$ cat src/rtl/divider_and_reload_timer_top_assert.svh
// Assertion macros shared by the divider and reload timer RTL.
// Needs clk and rst_n in scope at the point of use.
`ifndef DIVIDER_AND_RELOAD_TIMER_TOP_ASSERT_SVH
`define DIVIDER_AND_RELOAD_TIMER_TOP_ASSERT_SVH
`ifndef SYNTHESIS
`define DRT_ASSERT(lbl, prop, msg) \
  lbl: assert property (@(posedge clk) disable iff (!rst_n) prop) else $error(msg);
`define DRT_ASSERT_NEVER(lbl, expr, msg) \
  lbl: assert property (@(posedge clk) disable iff (!rst_n) !(expr)) else $error(msg);
`else
`define DRT_ASSERT(lbl, prop, msg)
`define DRT_ASSERT_NEVER(lbl, expr, msg)
`endif
`endif

$ cat src/rtl/drt_pkg.sv
// Package for the divider and reload timer: constants, register map,
// configuration and result structs, timer period lookup. No dependencies.
package drt_pkg;

  localparam int DIV_PERIOD_DEF  = 256;
  localparam int MAX_ELAPSED_DEF = 24;

  localparam int CYC_W   = 5;   // elapsed_cycles width
  localparam int BYTE_W  = 8;
  localparam int TACC_W  = 11;  // timer accumulator width
  localparam int CSEL_W  = 2;
  localparam int APB_AW  = 4;
  localparam int APB_DW  = 32;

  localparam logic [BYTE_W-1:0] DIV_BYTE_RST = 8'hAB;

  typedef enum logic [1:0] {
    REG_TIMER_ENABLE = 2'd0,
    REG_CLOCK_SELECT = 2'd1,
    REG_RELOAD_VALUE = 2'd2
  } reg_idx_t;

  typedef struct packed {
    logic              timer_enable;
    logic [CSEL_W-1:0] clock_select;
    logic [BYTE_W-1:0] reload_value;
  } cfg_t;

  typedef struct packed {
    logic [BYTE_W-1:0] divider_value;
    logic [BYTE_W-1:0] counter_value;
    logic              overflow_irq;
  } res_t;

  // Timer period in cycles for each clock select code.
  function automatic logic [TACC_W-1:0] period_of(input logic [CSEL_W-1:0] sel);
    logic [TACC_W-1:0] p;
    case (sel)
      2'd0:    p = 11'd1024;
      2'd1:    p = 11'd16;
      2'd2:    p = 11'd64;
      2'd3:    p = 11'd256;
      default: p = 11'd1024;
    endcase
    return p;
  endfunction

endpackage

$ cat src/rtl/drt_cfg.sv
// APB-style register file for the divider and reload timer.
// Depends on drt_pkg for the register map and cfg_t.
module drt_cfg (
  input  logic                        clk,
  input  logic                        rst_n,
  input  logic                        psel,
  input  logic                        penable,
  input  logic                        pwrite,
  input  logic [drt_pkg::APB_AW-1:0]  paddr,
  input  logic [drt_pkg::APB_DW-1:0]  pwdata,
  output logic [drt_pkg::APB_DW-1:0]  prdata,
  output logic                        pready,
  output drt_pkg::cfg_t               cfg
);
  import drt_pkg::*;

  cfg_t     cfg_r;
  cfg_t     cfg_nxt;
  reg_idx_t idx;
  logic     wr_en;

  assign pready = 1'b1;
  assign idx    = reg_idx_t'(paddr[3:2]);
  assign wr_en  = psel && penable && pwrite && pready;

  always_comb begin
    cfg_nxt = cfg_r;
    if (wr_en) begin
      case (idx)
        REG_TIMER_ENABLE: cfg_nxt.timer_enable = pwdata[0];
        REG_CLOCK_SELECT: cfg_nxt.clock_select = pwdata[CSEL_W-1:0];
        REG_RELOAD_VALUE: cfg_nxt.reload_value = pwdata[BYTE_W-1:0];
        default: ;  // unmapped slot, write dropped
      endcase
    end
  end

  always_ff @(posedge clk) begin
    if (!rst_n) begin
      cfg_r <= '0;
    end else begin
      cfg_r <= cfg_nxt;
    end
  end

  always_comb begin
    prdata = '0;
    case (idx)
      REG_TIMER_ENABLE: prdata[0] = cfg_r.timer_enable;
      REG_CLOCK_SELECT: prdata[CSEL_W-1:0] = cfg_r.clock_select;
      REG_RELOAD_VALUE: prdata[BYTE_W-1:0] = cfg_r.reload_value;
      default:          prdata = '0;
    endcase
  end

  assign cfg = cfg_r;

endmodule

$ cat src/rtl/drt_core.sv
// Divider and timer state with the per-beat update logic.
// Depends on drt_pkg; the top level registers its result.
`include "divider_and_reload_timer_top_assert.svh"

module drt_core #(
  parameter int DIV_PERIOD  = drt_pkg::DIV_PERIOD_DEF,
  parameter int MAX_ELAPSED = drt_pkg::MAX_ELAPSED_DEF
) (
  input  logic                       clk,
  input  logic                       rst_n,
  input  logic                       step_en,
  input  logic [drt_pkg::CYC_W-1:0]  cycles,
  input  drt_pkg::cfg_t              cfg,
  output drt_pkg::res_t              res
);
  import drt_pkg::*;

  localparam int DACC_W = $clog2(DIV_PERIOD + MAX_ELAPSED);
  localparam logic [DACC_W-1:0] DPER = DACC_W'(DIV_PERIOD);
  localparam int TSUM_W = TACC_W + 1;

  logic [DACC_W-1:0] dacc_r, dacc_nxt, dsum, d1, d2;
  logic [BYTE_W-1:0] dbyte_r, dbyte_nxt, db1, db2;
  logic [TACC_W-1:0] tacc_r, tacc_nxt;
  logic [TSUM_W-1:0] tsum, t1, t2, tper;
  logic [BYTE_W-1:0] tbyte_r, tbyte_nxt, tb1, tb2;
  logic              irq_nxt;

  // Divider: at most two periods drained per beat.
  always_comb begin
    dsum = dacc_r + DACC_W'(cycles);
    d1   = dsum;
    db1  = dbyte_r;
    if (dsum >= DPER) begin
      d1  = dsum - DPER;
      db1 = dbyte_r + 8'd1;
    end
    d2  = d1;
    db2 = db1;
    if (d1 >= DPER) begin
      d2  = d1 - DPER;
      db2 = db1 + 8'd1;
    end
    dacc_nxt  = step_en ? d2 : dacc_r;
    dbyte_nxt = step_en ? db2 : dbyte_r;
  end

  // Timer: two passes, each may wrap and reload the counter.
  always_comb begin
    tper    = {1'b0, period_of(cfg.clock_select)};
    tsum    = {1'b0, tacc_r} + TSUM_W'(cycles);
    t1      = tsum;
    tb1     = tbyte_r;
    irq_nxt = 1'b0;
    if (tsum >= tper) begin
      t1  = tsum - tper;
      tb1 = tbyte_r + 8'd1;
      if (tb1 == 8'd0) begin
        tb1     = cfg.reload_value;
        irq_nxt = 1'b1;
      end
    end
    t2  = t1;
    tb2 = tb1;
    if (t1 >= tper) begin
      t2  = t1 - tper;
      tb2 = tb1 + 8'd1;
      if (tb2 == 8'd0) begin
        tb2     = cfg.reload_value;
        irq_nxt = 1'b1;
      end
    end
    if (!cfg.timer_enable) begin
      irq_nxt = 1'b0;
    end
    if (step_en && cfg.timer_enable) begin
      tacc_nxt  = t2[TACC_W-1:0];
      tbyte_nxt = tb2;
    end else begin
      tacc_nxt  = tacc_r;
      tbyte_nxt = tbyte_r;
    end
  end

  always_ff @(posedge clk) begin
    if (!rst_n) begin
      dacc_r  <= '0;
      dbyte_r <= DIV_BYTE_RST;
      tacc_r  <= '0;
      tbyte_r <= '0;
    end else begin
      dacc_r  <= dacc_nxt;
      dbyte_r <= dbyte_nxt;
      tacc_r  <= tacc_nxt;
      tbyte_r <= tbyte_nxt;
    end
  end

  assign res.divider_value = dbyte_nxt;
  assign res.counter_value = tbyte_nxt;
  assign res.overflow_irq  = irq_nxt;

  `DRT_ASSERT(a_irq_reload, (step_en && irq_nxt) |-> (tbyte_nxt == cfg.reload_value || tbyte_nxt == cfg.reload_value + 8'd1), "overflow without reload")
  `DRT_ASSERT(a_div_hold, !step_en |=> ($stable(dbyte_r) && $stable(dacc_r)), "divider moved without a beat")
  `DRT_ASSERT(a_tmr_frozen, (step_en && !cfg.timer_enable) |=> ($stable(tbyte_r) && $stable(tacc_r)), "disabled timer advanced")

endmodule

$ cat src/rtl/divider_and_reload_timer_top.sv
// Divider and reload timer: takes one elapsed-cycle beat per clock while in_stall is
// low and returns one result beat (divider byte, counter byte, overflow pulse) per input
// beat. A beat passes an input register, then the update logic feeding the result
// register; throughput is one beat per cycle when out_stall is low, set by the
// combinational add/compare/subtract chain on the divider and timer accumulators. Registers
// (timer_enable, clock_select, reload_value) sit on an APB-style port at byte
// addresses 0, 4 and 8, and are meant to be written while no beat is in flight.
// Depends on drt_pkg, drt_cfg and drt_core.
`include "divider_and_reload_timer_top_assert.svh"

module divider_and_reload_timer_top #(
  parameter int DIV_PERIOD  = drt_pkg::DIV_PERIOD_DEF,
  parameter int MAX_ELAPSED = drt_pkg::MAX_ELAPSED_DEF
) (
  input  logic                        clk,
  input  logic                        rst_n,
  input  logic                        in_valid,
  output logic                        in_stall,
  input  logic [drt_pkg::CYC_W-1:0]   in_elapsed_cycles,
  output logic                        out_valid,
  input  logic                        out_stall,
  output logic [drt_pkg::BYTE_W-1:0]  out_divider_value,
  output logic [drt_pkg::BYTE_W-1:0]  out_counter_value,
  output logic                        out_overflow_irq,
  input  logic                        psel,
  input  logic                        penable,
  input  logic                        pwrite,
  input  logic [drt_pkg::APB_AW-1:0]  paddr,
  input  logic [drt_pkg::APB_DW-1:0]  pwdata,
  output logic [drt_pkg::APB_DW-1:0]  prdata,
  output logic                        pready
);
  import drt_pkg::*;

  localparam logic [CYC_W-1:0] MAX_CYC = CYC_W'(MAX_ELAPSED);

  cfg_t             cfg;
  res_t             res;
  logic             in_fire, adv;
  logic             s1_valid_r, s1_valid_nxt;
  logic [CYC_W-1:0] s1_cycles_r, cyc_sat;
  logic             out_valid_r, out_valid_nxt;
  res_t             out_res_r;

  drt_cfg u_cfg (
    .clk     (clk),
    .rst_n   (rst_n),
    .psel    (psel),
    .penable (penable),
    .pwrite  (pwrite),
    .paddr   (paddr),
    .pwdata  (pwdata),
    .prdata  (prdata),
    .pready  (pready),
    .cfg     (cfg)
  );

  drt_core #(
    .DIV_PERIOD  (DIV_PERIOD),
    .MAX_ELAPSED (MAX_ELAPSED)
  ) u_core (
    .clk     (clk),
    .rst_n   (rst_n),
    .step_en (adv),
    .cycles  (s1_cycles_r),
    .cfg     (cfg),
    .res     (res)
  );

  // Stage 1 moves into the result register when that slot is free or draining.
  assign adv      = s1_valid_r && (!out_valid_r || !out_stall);
  assign in_stall = s1_valid_r && !adv;
  assign in_fire  = in_valid && !in_stall;
  assign cyc_sat  = (in_elapsed_cycles > MAX_CYC) ? MAX_CYC : in_elapsed_cycles;

  assign s1_valid_nxt  = in_fire || (s1_valid_r && !adv);
  assign out_valid_nxt = adv || (out_valid_r && out_stall);

  always_ff @(posedge clk) begin
    if (!rst_n) begin
      s1_valid_r  <= 1'b0;
      out_valid_r <= 1'b0;
    end else begin
      s1_valid_r  <= s1_valid_nxt;
      out_valid_r <= out_valid_nxt;
    end
  end

  always_ff @(posedge clk) begin
    if (in_fire) begin
      s1_cycles_r <= cyc_sat;
    end
    if (adv) begin
      out_res_r <= res;
    end
  end

  assign out_valid         = out_valid_r;
  assign out_divider_value = out_res_r.divider_value;
  assign out_counter_value = out_res_r.counter_value;
  assign out_overflow_irq  = out_res_r.overflow_irq;

  `DRT_ASSERT(a_s1_moves, (s1_valid_r && !in_stall) |=> out_valid_r, "staged beat lost")
  `DRT_ASSERT(a_out_source, $rose(out_valid_r) |-> $past(s1_valid_r), "result without a staged beat")
  `DRT_ASSERT(a_no_repeat, (out_valid_r && !out_stall && !s1_valid_r) |=> !out_valid_r, "result repeated")

endmodule

$ cat config.mk
export PLATFORM = sky130hd
export DESIGN_NAME = divider_and_reload_timer_top
export DESIGN_NICKNAME = d
export VERILOG_FILES = /design/src/rtl/drt_pkg.sv /design/src/rtl/drt_cfg.sv /design/src/rtl/drt_core.sv /design/src/rtl/divider_and_reload_timer_top.sv
export VERILOG_INCLUDE_DIRS = /design/src /design/src/rtl
export SDC_FILE = /design/constraint.sdc
export NUM_CORES = 1
export LEC_CHECK = 0
export BUFFER_PORTS_ARGS = -buffer_cell sky130_fd_sc_hd__buf_4
export CORE_MARGIN = 3
export CORE_UTILIZATION = 55
export DETAILED_ROUTE_END_ITERATION = 8
export PLACE_DENSITY = 0.79
export SLEW_MARGIN = 20
export SYNTH_ARGS = -nofsm -noshare
export SYNTH_HDL_FRONTEND = slang
export SYNTH_SLANG_ARGS = --single-unit
$ cat constraint.sdc
create_clock -name clk -period 8.7 [get_ports clk]
set_input_delay 0.435 -clock clk [delete_from_list [all_inputs] [get_ports clk]]
set_output_delay 0.435 -clock clk [all_outputs]
set_load 0.05 [all_outputs]
==> results by group, run 1 <==
Timing
  – Clk_skew: 0.01078 ns
  – Setup repair after global routing missed its margin: no
  – Crit path time final: 6.727 ns
  – Final period utilization: 77.32%
  – Relative slew margins: 43.72%
  – Post-route setup slack: 1.973 ns
  – Final Hold Viols: 0
  – Setup_tns: 0 ns
  – Max-slew violation count: 0
  – Worst-Margin Slew: 0.8442 ns
  – Setup violators final: 0
  – Fmax achieved: 0.1487 GHz

Clock tree
  – Total setup buffers inserted after CTS: 0
  – TritonCTS buffer count: 9
  – CTS Hold Bufs: 0
  – Cells resized by post-CTS repair: 0
  – CTS root buf: clkbuf_8
  – CTS clk-pin slew, worst paths: 0.08 ns
  – Worst-Skew Late Latency: 0.36 ns
  – # clock sinks: 71
  – Worst-case clock buffer depth: 2
  – Htree depth: 3
  – CTS tree: yes

Critical path
  – CP max FO: 17
  – RR Startpoint: s1_cycles_r[0]$_SDFFCE_PN0P_
  – Crit path kind: register to register
  – CP startpoint kind: register
  – Reg2reg path depth: 24
  – CP required: 8.97 ns
  – CP endpoint kind: register
  – WP data arrival: 7.00 ns
  – Flop2flop setup slack: 1.97 ns
  – RR Endpoint: u_core.tacc_r[5]$_SDFFE_PN0P_

Detailed routing
  – Via Count: 4543
  – WL/cell: 17.08 um
  – Drt pass-1 iters: 5
  – DRC: 0
  – Post-route ant nets: 0
  – Via-per-instance ratio: 6.114
  – Total Wirelength: 12690 um
  – Starting DRT DRC Count: 268

Logic synthesis
  – Cell Area, Synth: 5197 um^2
  – Number of synthesized register bits: 71
  – Synth top area share: 18.87%
  – EDFF count, synth: 22
  – Ranking of synthesized cells by area: dfxtp_1 (19%), edfxtp_1 (13%), ha_1 (6.5%)
  – Post-synthesis async set-or-reset flop share: 0%
  – Register area share after synthesis: 31.58%
  – Cell taking the most area after synthesis: dfxtp_1
  – Unique masters post-synth: 81
  – Prevailing post-synth register cell: dfxtp_1
  – Post-Synthesis Cells: 598
  – Average cell area after synthesis: 8.691 um^2
  – Synth warn: 0

Min path
  – Hold path startpoint: in_elapsed_cycles[3]
  – Hold path cells: 1
  – Hold Crit Class: primary input to register
  – WHS Endpoint: s1_cycles_r[3]$_SDFFCE_PN1P_

GRT
  – Largest net degree at the start of global routing: 26
  – Remaining global-route overflow: 0
  – GRT Total Usage: 23.89%
  – First-pass GRT wire length: 20110 um
  – Vias in the first global route: 4231
  – Initial antenna violation count: 0

Die
  – Die width: 103.2 um
  – Core area: 8934 um^2
  – Die height: 103.2 um
  – Total die area: 10650 um^2
  – Starting Density: 58.18%
  – Row count: 34
  – Ports: 100

Power and ir drop
  – Power Density: 128.4 nW/um^2
  – Peak VDD IR: 0.09295 mV
  – Static Leak: 2.229 nW

Layout
  – Most common cell after layout, fill and taps aside: nand2_1
  – Area of the multi-input gates: 3291 um^2
  – Layout cells sized above 1: 18.11%
  – Final nets: 707
  – Area growth from synthesis to layout: 9.533%
  – FF/Latch Area: 1642 um^2
  – Antenna cells: 0
  – Fillers: 767
  – Fin util: 63.73%
  – Leading cell types in the layout, fill and taps excluded: nand2_1 (69), buf_4 (49), dfxtp_1 (49)

Place
  – Number of port buffers: 48
  – HPWL Detailed: 9299 um
  – Setup WS pre-CTS: 2.184 ns
  – Final estimated routing congestion in global placement: 0.9098

Status
  – Status: complete, no violations

Flow run
  – Total of max-cap violations: 0
[synthesized netlist by cell type (5+ instances only)]
cell type,n
a31oi_1,10
and3_1,7
nand3_1,15
nor3b_1,5
or2_2,10
a21o_1,6
xor2_1,19
and2_1,19
a31o_2,6
nand4_1,5
clkbuf_1,22
dfxtp_1,49
o31ai_1,5
o21ai_0,16
ha_1,27
nor4_1,5
buf_4,25
a21oi_1,45
nor2b_1,11
edfxtp_1,22
nor3_1,12
nand2_1,69
inv_1,13
xnor2_1,21
mux2i_1,6
nand2b_1,5
nor2_1,47
a211oi_1,6
[layer usage]
layer / up-vias / share of wire [%] / track usage [%]
met5: - / 0 / 0
met4: 0 / 2.3 / 6.474
met3: 27 / 6.7 / 4.963
met2: 171 / 48 / 40.75
met1: 2177 / 43 / 30.80
li1: 2168 / - / -
[worst max-delay path by stage]
stage / from / to / slack, ns / cells after the start
after detailed placement: s1_cycles_r[0]$_SDFFCE_PN0P_ / out_counter_value[6]$_DFFE_PP_ / 2.18 / 21
after floorplan: s1_cycles_r[0]$_SDFFCE_PN0P_ / u_core.tacc_r[5]$_SDFFE_PN0P_ / 3.09 / 25
after global placement: s1_cycles_r[0]$_SDFFCE_PN0P_ / out_counter_value[6]$_DFFE_PP_ / 2.28 / 21
final: s1_cycles_r[0]$_SDFFCE_PN0P_ / u_core.tacc_r[5]$_SDFFE_PN0P_ / 1.97 / 24
after CTS: s1_cycles_r[0]$_SDFFCE_PN0P_ / u_core.tacc_r[5]$_SDFFE_PN0P_ / 2.11 / 24
after global routing: s1_cycles_r[0]$_SDFFCE_PN0P_ / u_core.tacc_r[5]$_SDFFE_PN0P_ / 1.68 / 24
[kinds of logic (layout without fill, tap and decap cells)]
logic type,Yosys count,in the layout,synth area share (%)
AND/OR/NAND/NOR,228,228,22.20
AO/OA/AOI/OAI,154,154,23.62
flip-flops,71,71,31.58
buffers and inverters,66,80,6.765
XOR/XNOR,41,41,7.054
adder cells (fa/ha/maj),29,29,7.270
multiplexers,7,7,1.372
other,2,25,0.1445
[flip-flops by register name (all words and copies together) (netlist names)]
register and flops:
u_core.tbyte_r 8, u_core.dacc_r 9, s1_valid_r 1, u_core.dbyte_r 8, u_core.tacc_r 11, u_cfg.cfg 11, out_valid 1, out_divider_value 8
s1_cycles_r 5, out_counter_value 8, out_overflow_irq 1
[through the flow]
stage	hold slack, ns	power [mW]	instances	instance area, um^2
finish	0.2616	0.7309	743	5693
floorplan	0.4356	0.4472	621	5284
global placement	0.4419	0.4594	727	5492
detailed placement	0.4551	0.4628	727	5492
CTS	0.2513	0.7337	743	5693
global route	0.2490	0.7599	743	5693
[power by group]
| group | internal (mW) | leakage [nW] | switching [mW] | total (mW) |
|---|---|---|---|---|
| clock | 0.135 | 0.101 | 0.140 | 0.275 |
| combinational | 0.0289 | 1.54 | 0.0730 | 0.102 |
| sequential | 0.348 | 0.593 | 0.00565 | 0.354 |
[area by class of cell]
| class | count | share of cell area [%] |
|---|---|---|
| Multi-Input combinational cell | 484 | 57.80 |
| Sequential cell | 71 | 28.84 |
| Timing Repair Buffer | 49 | 6.462 |
| Tap cell | 108 | 2.374 |
| Clock buffer | 9 | 2.176 |
| Clock inverter | 7 | 1.363 |
| Inverter | 15 | 0.9890 |
[critical path, cell delays in order (launching register included)]
cell	delay [ns]
edfxtp_1	0.43
ha_1	0.28
fa_1	0.42
a21o_1	0.19
a21oi_1	0.21
nor2b_1	0.09
nor2_1	0.18
nor3b_1	0.09
xor2_1	0.17
ha_1	0.26
o21bai_1	0.26
a211o_1	0.50
nor2_2	0.72
nor2_1	0.12
nor2_1	0.17
ha_1	0.20
ha_1	0.20
inv_1	0.06
a21o_1	0.22
nor3b_1	0.37
a211oi_4	0.14
o21ai_4	0.36
and2_1	0.43
mux2_1	0.39
o31ai_2	0.17
Note: power is estimated with default switching activity, not from simulation.
==> run 2: changes to the inputs <==
CORE_UTILIZATION = 51   (was 55)
PLACE_DENSITY = 0.77   (was 0.79)
clock period = 5.7 ns   (was 8.7 ns; I/O delays follow)
==> run 2 against run 1 <==
Sequential power increased by 53%. Clock-buffer cell count unchanged. First-iteration DRC count increased by 21%. Hold slack got worse by 0.16 ns. Worst setup slack got worse by 1.7 ns. Non-clock buffer count increased by 19.
==> results by group, run 2 (synthesis gave the netlist of run 1 again) <==
Status
  – Status: complete, no violations

Critical path
  – Slowest CP cell: fa_1
  – CP top delay family: compound AO/OA/AOI/OAI gates
  – Worst path max stage delay: 0.42 ns (-0.30 ns)
  – CP endpoint kind: register
  – Worst path bufs/invs: 4 (+3)
  – Crit path kind: register to register
  – Reg2reg path depth: 25 (+4.2%)
  – CP startpoint kind: register
  – CP required: 5.88 ns (-3.09 ns)
  – CP max FO: 6 (-11)
  – Critical path's most frequent cell: ha_1
  – WP data arrival: 5.65 ns (-1.35 ns)
  – Critical Path Stages: 25 (+4.2%)

Power and ir drop
  – Int Power: 0.7560 mW (+47%)
  – Design Power: 1.114 mW (+52%)
  – Switching pwr: 0.3576 mW (+64%)
  – Static Leak: 2.336 nW (+4.8%)
  – Peak VDD IR: 0.1401 mV (+51%)
  – Flop pwr share: 48.5% (about the same)
  – Power Density: 187.9 nW/um^2 (+46%)
  – Proportion of power drawn by the clock network: 36.7% (-0.9 points)
  – Logic pwr share: 14.8% (+0.8 points)
  – Switching part of the total power: 32.11% (+2.2 points)

Place
  – Number of port buffers: 48 (unchanged)
  – Cell Area, Placed: 5643 um^2 (+2.8%)
  – HPWL Detailed: 9579 um (+3.0%)
  – Setup WS pre-CTS: 0.01931 ns (-2.165 ns)
  – Final estimated routing congestion in global placement: 0.9805 (+7.8%)

Timing
  – Setup violators final: 0 (unchanged)
  – Relative slew margins: 36.86% (-6.9 points)
  – Final period utilization: 95.98% (+19 points)
  – Post-route setup slack: 0.2292 ns (-1.744 ns)
  – Crit path time final: 5.471 ns (-1.256 ns)
  – Final Hold Viols: 0 (unchanged)
  – Worst-Margin Slew: 0.9448 ns (+0.1006 ns)
  – Fmax achieved: 0.1828 GHz (+23%)
  – Max-slew violation count: 0 (unchanged)
  – Setup_tns: 0 ns (unchanged)
  – Clk_skew: 0.01482 ns (+0.004041 ns)

Layout
  – Fin util: 60.36% (-3.4 points)
  – Design Area, Final: 5927 um^2 (+4.1%)
  – Final nets: 726 (+2.7%)
  – Most common cell after layout, fill and taps aside: nand2_1
  – Antenna cells: 0 (unchanged)
  – Leading cell types in the layout, fill and taps excluded: nand2_1 (69), buf_4 (68), dfxtp_1 (49)
  – Area growth from synthesis to layout: 14.03%
  – Layout cells sized above 1: 22.02% (+3.9 points)

Detailed routing
  – Total Wirelength: 12720 um (+0.19%)
  – Starting DRT DRC Count: 325 (+21%)
  – WL/cell: 16.16 um (-5.4%)
  – Post-route ant nets: 0 (unchanged)
  – Via-per-instance ratio: 5.676 (-7.2%)
  – Highest metal used: met4
  – Drt pass-1 iters: 6 (+1)
  – Routed length on met1: 5511 um (+1.8%)
  – DR WL met3: 598 um (-29%)
  – Met2 WL: 6348 um (+3.2%)
  – DRC: 0 (unchanged)
  – Via Count: 4467 (-1.7%)

Die
  – Starting Density: 52.93% (-5.2 points)
  – Core area: 9819 um^2 (+9.9%)
  – Total die area: 11440 um^2 (+7.4%)
  – Die width: 107.0 um (+3.6%)
  – Ports: 100 (unchanged)
  – Die height: 107.0 um (+3.6%)
  – Row count: 36 (+5.9%)

Clock tree
  – # clock sinks: 71 (unchanged)
  – CTS tree: yes
  – Worst-case clock buffer depth: 2 (unchanged)
  – CTS Hold Bufs: 0 (unchanged)
  – Worst-Skew Late Latency: 0.37 ns (about the same)
  – CTS clk-pin slew, worst paths: 0.09 ns (about the same)
  – TritonCTS buffer count: 9 (unchanged)
  – Htree depth: 3 (unchanged)
  – CTS root buf: clkbuf_8

GRT
  – Largest net degree at the start of global routing: 26 (unchanged)
  – First-pass GRT wire length: 20420 um (+1.5%)
  – Initial antenna violation count: 0 (unchanged)
  – GRT Total Usage: 22.39% (-1.5 points)
  – Vias in the first global route: 4166 (-1.5%)
  – Remaining global-route overflow: 0 (unchanged)

Flow run
  – Total of max-cap violations: 0 (unchanged)

Min path
  – Hold path cells: 1 (unchanged)
  – Hold Crit Class: primary input to register
==> run 2: cell types whose count changed in the layout (fill, tap and decap cells not counted), moves of 2 or more <==
cell | before | now
buf_4 | 49 | 68
ha_1 | 27 | 25
ha_2 | 0 | 2
inv_8 | 0 | 2
==> run 2: timing repair <==
| item | CTS | global route |
|---|---|---|
| endpoints found under the setup margin | 1 | 24 |
| resized for setup | 1 | 14 |
| pin swaps | 0 | 6 |
| buffers inserted | 0 | 3 |
| hold endpoints to repair | 0 | 0 |
==> run 2: cell type report <==
class / count / area [um^2]
Inverter: 15 / 56.30
Tap cell: 133 / 166.4
Sequential cell: 71 / 1642
Clock inverter: 7 / 73.82
Clock buffer: 9 / 123.9
Multi-Input combinational cell: 484 / 3354
Timing Repair Buffer: 68 / 510.5
Fill cell: 885 / 3892
==> run 2: routing by layer <==
metal  vias to the layer above  GRT usage, %
met1                      2106         29.06
met3                        21         4.034
met4                         0         7.397
met2                       131         37.72
li1                       2209             -
met5                         -             0
==> run 2: worst paths after layout <==
path	from	endpoint	slack, ns
max	s1_cycles_r[0]$_SDFFCE_PN0P_	out_counter_value[0]$_DFFE_PP_	0.23
max reg2reg	s1_cycles_r[0]$_SDFFCE_PN0P_	out_counter_value[0]$_DFFE_PP_	0.23
min reg2reg	u_core.tacc_r[3]$_SDFFE_PN0P_	u_core.tacc_r[3]$_SDFFE_PN0P_	0.46
min	in_elapsed_cycles[4]	s1_cycles_r[4]$_SDFFCE_PN1P_	0.10
==> run 2: power by group through the flow <==
stage,Combinational (mW),Sequential [mW],Clock (mW)
after CTS,0.161,0.540,0.413
after global routing,0.177,0.542,0.441
after floorplan,0.119,0.564,0
after global placement,0.156,0.552,0
final,0.164,0.540,0.409
after detailed placement,0.160,0.552,0
==> run 2: through the flow <==
step | instances | hold slack [ns]
floorplan | 621 | 0.4057
global placement | 768 | 0.4431
detailed placement | 768 | 0.4574
CTS | 784 | 0.09194
global route | 787 | 0.07551
finish | 787 | 0.1016
